File: src/hdl/frame_gc_window_percent_assert.svh
// assertion macros used by the frame gc window percent block
`ifndef FRAME_GC_WINDOW_PERCENT_ASSERT_SVH
`define FRAME_GC_WINDOW_PERCENT_ASSERT_SVH

// same-cycle implication, checked out of reset
`define FGCW_ASSERT_IMP(lbl, ante, cons, msg) \
  lbl: assert property (@(posedge clk) disable iff (!rst_n) (ante) |-> (cons)) \
    else $error(msg);

// next-cycle implication, checked out of reset
`define FGCW_ASSERT_NEXT(lbl, ante, cons, msg) \
  lbl: assert property (@(posedge clk) disable iff (!rst_n) (ante) |=> (cons)) \
    else $error(msg);

`endif

File: src/hdl/fgcw_pkg.sv
// types and constants of the in-frame gc window counter
package fgcw_pkg;

  localparam int BASE_W = 8;
  localparam int LEN_W  = 13;
  localparam int CNT_W  = 11;
  localparam int PCT_W  = 17;
  localparam int PROD_W = CNT_W + PCT_W;
  localparam int CFG_IDX_W = 2;

  localparam logic [BASE_W-1:0] CHAR_G = 8'd71;
  localparam logic [BASE_W-1:0] CHAR_C = 8'd67;

  localparam logic [CNT_W-1:0] CNT_MAX = 11'h7FF;
  localparam logic [PCT_W-1:0] PCT_MAX = 17'h1FFFF;
  // 300 percent-of-frame in q8 is 300 * 256
  localparam logic [PCT_W-1:0] PCT_SCALE = 17'd76800;

  localparam logic [1:0] PHASE_LAST = 2'd2;

  localparam logic [CFG_IDX_W-1:0] REG_FRAME_OFFSET  = 2'd0;
  localparam logic [CFG_IDX_W-1:0] REG_START_PHASE   = 2'd1;
  localparam logic [CFG_IDX_W-1:0] REG_WINDOW_LENGTH = 2'd2;
  localparam logic [CFG_IDX_W-1:0] REG_STEP_LENGTH   = 2'd3;

  localparam logic [LEN_W-1:0] WINDOW_RESET = 13'd100;
  localparam logic [LEN_W-1:0] STEP_RESET   = 13'd10;

  typedef struct packed {
    logic [BASE_W-1:0] base;
    logic              region_start;
  } in_beat_t;

  typedef struct packed {
    logic [CNT_W-1:0] gc_count;
    logic [PCT_W-1:0] percent_q8;
  } out_beat_t;

  // one step of the restoring divider: remainder and dividend/quotient shifter
  typedef struct packed {
    logic             vld;
    logic [LEN_W-1:0] rem;
    logic [PCT_W-1:0] dq;
  } div_stage_t;

endpackage

File: src/hdl/fgcw_div_cell.sv
// one restoring-division cell: one quotient bit per cycle
module fgcw_div_cell (
  input  logic                      clk,
  input  logic                      rst_n,
  input  logic [fgcw_pkg::LEN_W-1:0] divisor,
  input  fgcw_pkg::div_stage_t      stage_in,
  output fgcw_pkg::div_stage_t      stage_out
);
  import fgcw_pkg::*;

  logic             vld_r;
  logic [LEN_W-1:0] rem_r, rem_nxt;
  logic [PCT_W-1:0] dq_r, dq_nxt;
  logic [LEN_W:0]   trial;
  logic             ge;

  always_comb begin
    trial   = {stage_in.rem, stage_in.dq[PCT_W-1]};
    ge      = trial >= {1'b0, divisor};
    rem_nxt = ge ? LEN_W'(trial - {1'b0, divisor}) : trial[LEN_W-1:0];
    dq_nxt  = {stage_in.dq[PCT_W-2:0], ge};
  end

  always_ff @(posedge clk) begin
    if (!rst_n) begin
      vld_r <= 1'b0;
    end else begin
      vld_r <= stage_in.vld;
    end
  end

  always_ff @(posedge clk) begin
    rem_r <= rem_nxt;
    dq_r  <= dq_nxt;
  end

  assign stage_out = '{vld: vld_r, rem: rem_r, dq: dq_r};

endmodule

File: src/hdl/fgcw_div_chain.sv
// row of division cells, one quotient bit per cell
module fgcw_div_chain (
  input  logic                      clk,
  input  logic                      rst_n,
  input  logic [fgcw_pkg::LEN_W-1:0] divisor,
  input  fgcw_pkg::div_stage_t      stage_in,
  output fgcw_pkg::div_stage_t      stage_out
);
  import fgcw_pkg::*;

  div_stage_t link [PCT_W+1];

  assign link[0] = stage_in;

  for (genvar i = 0; i < PCT_W; i++) begin : g_cell
    fgcw_div_cell u_cell (
      .clk       (clk),
      .rst_n     (rst_n),
      .divisor   (divisor),
      .stage_in  (link[i]),
      .stage_out (link[i+1])
    );
  end

  assign stage_out = link[PCT_W];

endmodule

File: config.mk
export PLATFORM = sky130hd
export DESIGN_NAME = fgcw_div_chain
export DESIGN_NICKNAME = d
export VERILOG_FILES = /design/src/hdl/frame_gc_window_percent_assert.svh /design/src/hdl/fgcw_pkg.sv /design/src/hdl/fgcw_div_cell.sv /design/src/hdl/fgcw_div_chain.sv
export SDC_FILE = /design/constraint.sdc
export NUM_CORES = 1
export LEC_CHECK = 0
export BUFFER_PORTS_ARGS = -buffer_cell sky130_fd_sc_hd__buf_2
export CAP_MARGIN = 20
export CORE_MARGIN = 2
export CORE_UTILIZATION = 39
export DETAILED_ROUTE_END_ITERATION = 7
export PLACE_DENSITY = 0.53
export SLEW_MARGIN = 10
export SYNTH_ARGS = -nofsm -noshare
export SYNTH_HDL_FRONTEND = slang
export SYNTH_SLANG_ARGS = --single-unit
File: constraint.sdc
create_clock -name clk -period 4.75 [get_ports clk]
set_clock_uncertainty 0.05 [all_clocks]
set_input_delay 0.7125 -clock clk [delete_from_list [all_inputs] [get_ports clk]]
set_output_delay 0.7125 -clock clk [all_outputs]
set_load 0.02 [all_outputs]
==> flow_summary.toml <==
[place]
place.gp.congestion = 0.881
place.detailed.hpwl_um = 39900
io_buffers = 76

[global_routing]
globalRouteTotalUtil_pct = 17.2
grt_pass1_vias = 16841
grt_max_degree = 26
gr-total-overflow = 0
antenna_found_initial = 1
grt_pass1_wl_um = 86400

[final_layout]
area_growth_pct = 14.7
antenna_cells = 0
final_nets = 2701
final_util_pct = 45.0
drive_above_1_share_pct = 13.4

[drt]
postRouteAntennaNets = 0
avgViaCountPerCell = 5.15
drtIter0Drc = 941
routed_wl_um = 53500
drc = 0
routedWlPerCell_um = 16.5
dr.pass1.iters = 5
vias = 16720

[sta]
slew_violations = 0
layout_min_cycle_time_ns = 3.39
slew_headroom_pct = 29.4
max_freq_mhz = 295
fin_tns_setup_ns = 0
hold_viol = 0
rsz0062_at_grt = "false"
setup_viol = 0
tightest_slew_ns = 1.06
period_share_pct = 71.4

[flow_run]
cap_violations = 0

[min_path]
worstHoldPathType = "input pin to register"

[setup_path]
cp.arrival_ns = 3.83
path_buf_inv = 2
startpoint_type = "input pin"
cpPeakStageDelay_ns = 0.51
cp_cell_sequence = "buf_2 > ha_1 > fa_1 > nor2b_1 > o21ai_1 > a21oi_1 > a211oi_2 > o211ai_1 > a311oi_4 > buf_4 > mux2_1"
end_kind = "register"
crit_slowest_cell = "buf_2"
crit_type = "input pin to register"
worstPathMaxFanout = 17
crit_family = "compound AO/OA/AOI/OAI gates"
worstPathRequired_ns = 5.19

[floorplan]
fp-row-count = 90
die_area_mm2 = 0.0623
start_util_pct = 39.2
core_mm2 = 0.0600
die_h_um = 250
dieWidth_um = 250
ios = 77

[synth]
synth_xor_area_share_pct = 5.02
ys_ff_latch = 527
yosys.area_share.adder_pct = 13.2
synth.most_common_cell = "dfxtp_1"
synthFlopType = "dfxtp_1"
synth.distinct_cells = 81
synth_top_family_by_area = "compound AO/OA/AOI/OAI gates"
async_reset_ff_share_pct = 0
synth_area_mm2 = 0.0235
yosysTopAreaCell = "dfxtp_1"
synthTopCellsByArea = "dfxtp_1 45%, ha_1 12%, mux2_2 3.7%"
avgSynthCellArea_um2 = 10.3
synthSimpleGateAreaFrac_pct = 11.1
synth_compound_area_share_pct = 15.8
synthesis.nets = 2561
synth_commonest_cells = "527 x dfxtp_1, 221 x ha_1, 149 x nor2_1"
yosysWarnings = 0
synth_top_area_share_pct = 44.8
synth-edff-count = 0
syn_inst = 2277
synthMuxAreaShare_pct = 7.53
yosysSeqAreaShare_pct = 44.8

[cts]
numCtsBuffers = 56
clockBufferDepth = 3
clkTransAtPathRegs_ns = 0.06
htree_num_levels = 2
cts.sinks = 527
clkLatencyLatePin_ns = 0.62
cts_resized = 0
tritoncts = "yes"
postCtsSetupRepairBufs = 0
cts_root_buf = "clkbuf_16"
hold_buffers = 0

[outcome]
run_status = "finished, final reports clean"

[power_and_ir_drop]
power.leakage_nw = 11.8
cellPowerDensity_mw_per_mm2 = 794
peakVddDrop_uv = 324
total_power_mw = 21.4
## metrics by stage
step	std cells	instance area [µm²]	worst slack, ns	hold slack [ns]
2_1_floorplan	2277	23500	1.40	0.260
3_3_place_gp	3141	25000	0.796	0.259
3_5_place_dp	3141	25000	0.723	0.262
4_1_cts	3245	27000	1.39	0.101
5_1_grt	3245	27000	1.18	0.104
6_report	3245	27000	1.36	0.147
## worst register-to-register path: stages, from the launching register on
cell and delay (ns):
dfxtp_1 0.33, inv_1 0.09, ha_1 0.24, fa_1 0.25, nor2b_1 0.06, o21ai_1 0.15, a21oi_1 0.12, a211oi_2 0.40
o211ai_1 0.23, a311oi_4 0.38, buf_4 0.28, mux2_1 0.37
## cells by family after synthesis
| kind of cell | Yosys count |
|---|---|
| compound gates | 554 |
| flops | 527 |
| simple gates | 517 |
| fa+ha+maj | 238 |
| mux | 161 |
| buf+inv | 145 |
| xor+xnor | 135 |
## placed cells by master (no fill, tap or decap), types with 53 or more instances in the layout
| cell type | count |
|---|---|
| inv_1 | 111 |
| a21o_1 | 66 |
| mux2_2 | 77 |
| xor2_1 | 55 |
| nand2_1 | 102 |
| xnor2_1 | 80 |
| a21oi_1 | 142 |
| ha_1 | 221 |
| nor3_1 | 53 |
| clkbuf_16 | 57 |
| o21ai_0 | 97 |
| nor2_1 | 149 |
| buf_2 | 76 |
| dfxtp_1 | 527 |
## final timing paths
path	endpoint	cells after the start	startpoint	slack, ns
worst max-delay path	g_cell[4].u_cell.rem_r[2]	11	divisor[0]	1.36
worst min-delay path	g_cell[0].u_cell.dq_r[2]	1	stage_in[1]	0.15
worst min register to register	g_cell[4].u_cell.dq_r[15]	0	g_cell[3].u_cell.dq_r[14]	0.27
worst max register to register	g_cell[4].u_cell.rem_r[2]	11	g_cell[3].u_cell.dq_r[16]	1.68
## final cells by class
type	instances	area, µm²
tap	782	978
timing repair buffer	113	658
sequential	527	10600
clock buffer	66	1500
inverter	114	428
fill	5683	33000
multi-input combinational	1605	12400
clock inverter	38	492
## state kept, by name, summed over array words and instances, names as in the netlist
| register | cells |
|---|---|
| g_cell.u_cell.rem_r | 221 |
| g_cell.u_cell.dq_r | 289 |
| g_cell.u_cell.vld_r | 17 |
## power by group
group          switching (mW)  leakage, nW  internal, mW
registers               0.838         4.43          6.11
logic                    5.21         6.41          4.69
clock network            1.86        0.926          2.73
## per-layer routing
layer | global-route usage [%] | vias to the layer above | routed length, µm | part of all wire [%]
met3 | 2.99 | 94 | 2070 | 3.9
met1 | 21.4 | 7892 | 24100 | 45
met2 | 30.1 | 268 | 25900 | 48
li1 | - | 8466 | - | -
met4 | 5.77 | 0 | 1480 | 2.8
met5 | 0 | - | 0 | 0
No activity file was read; power rests on OpenSTA's default activity.
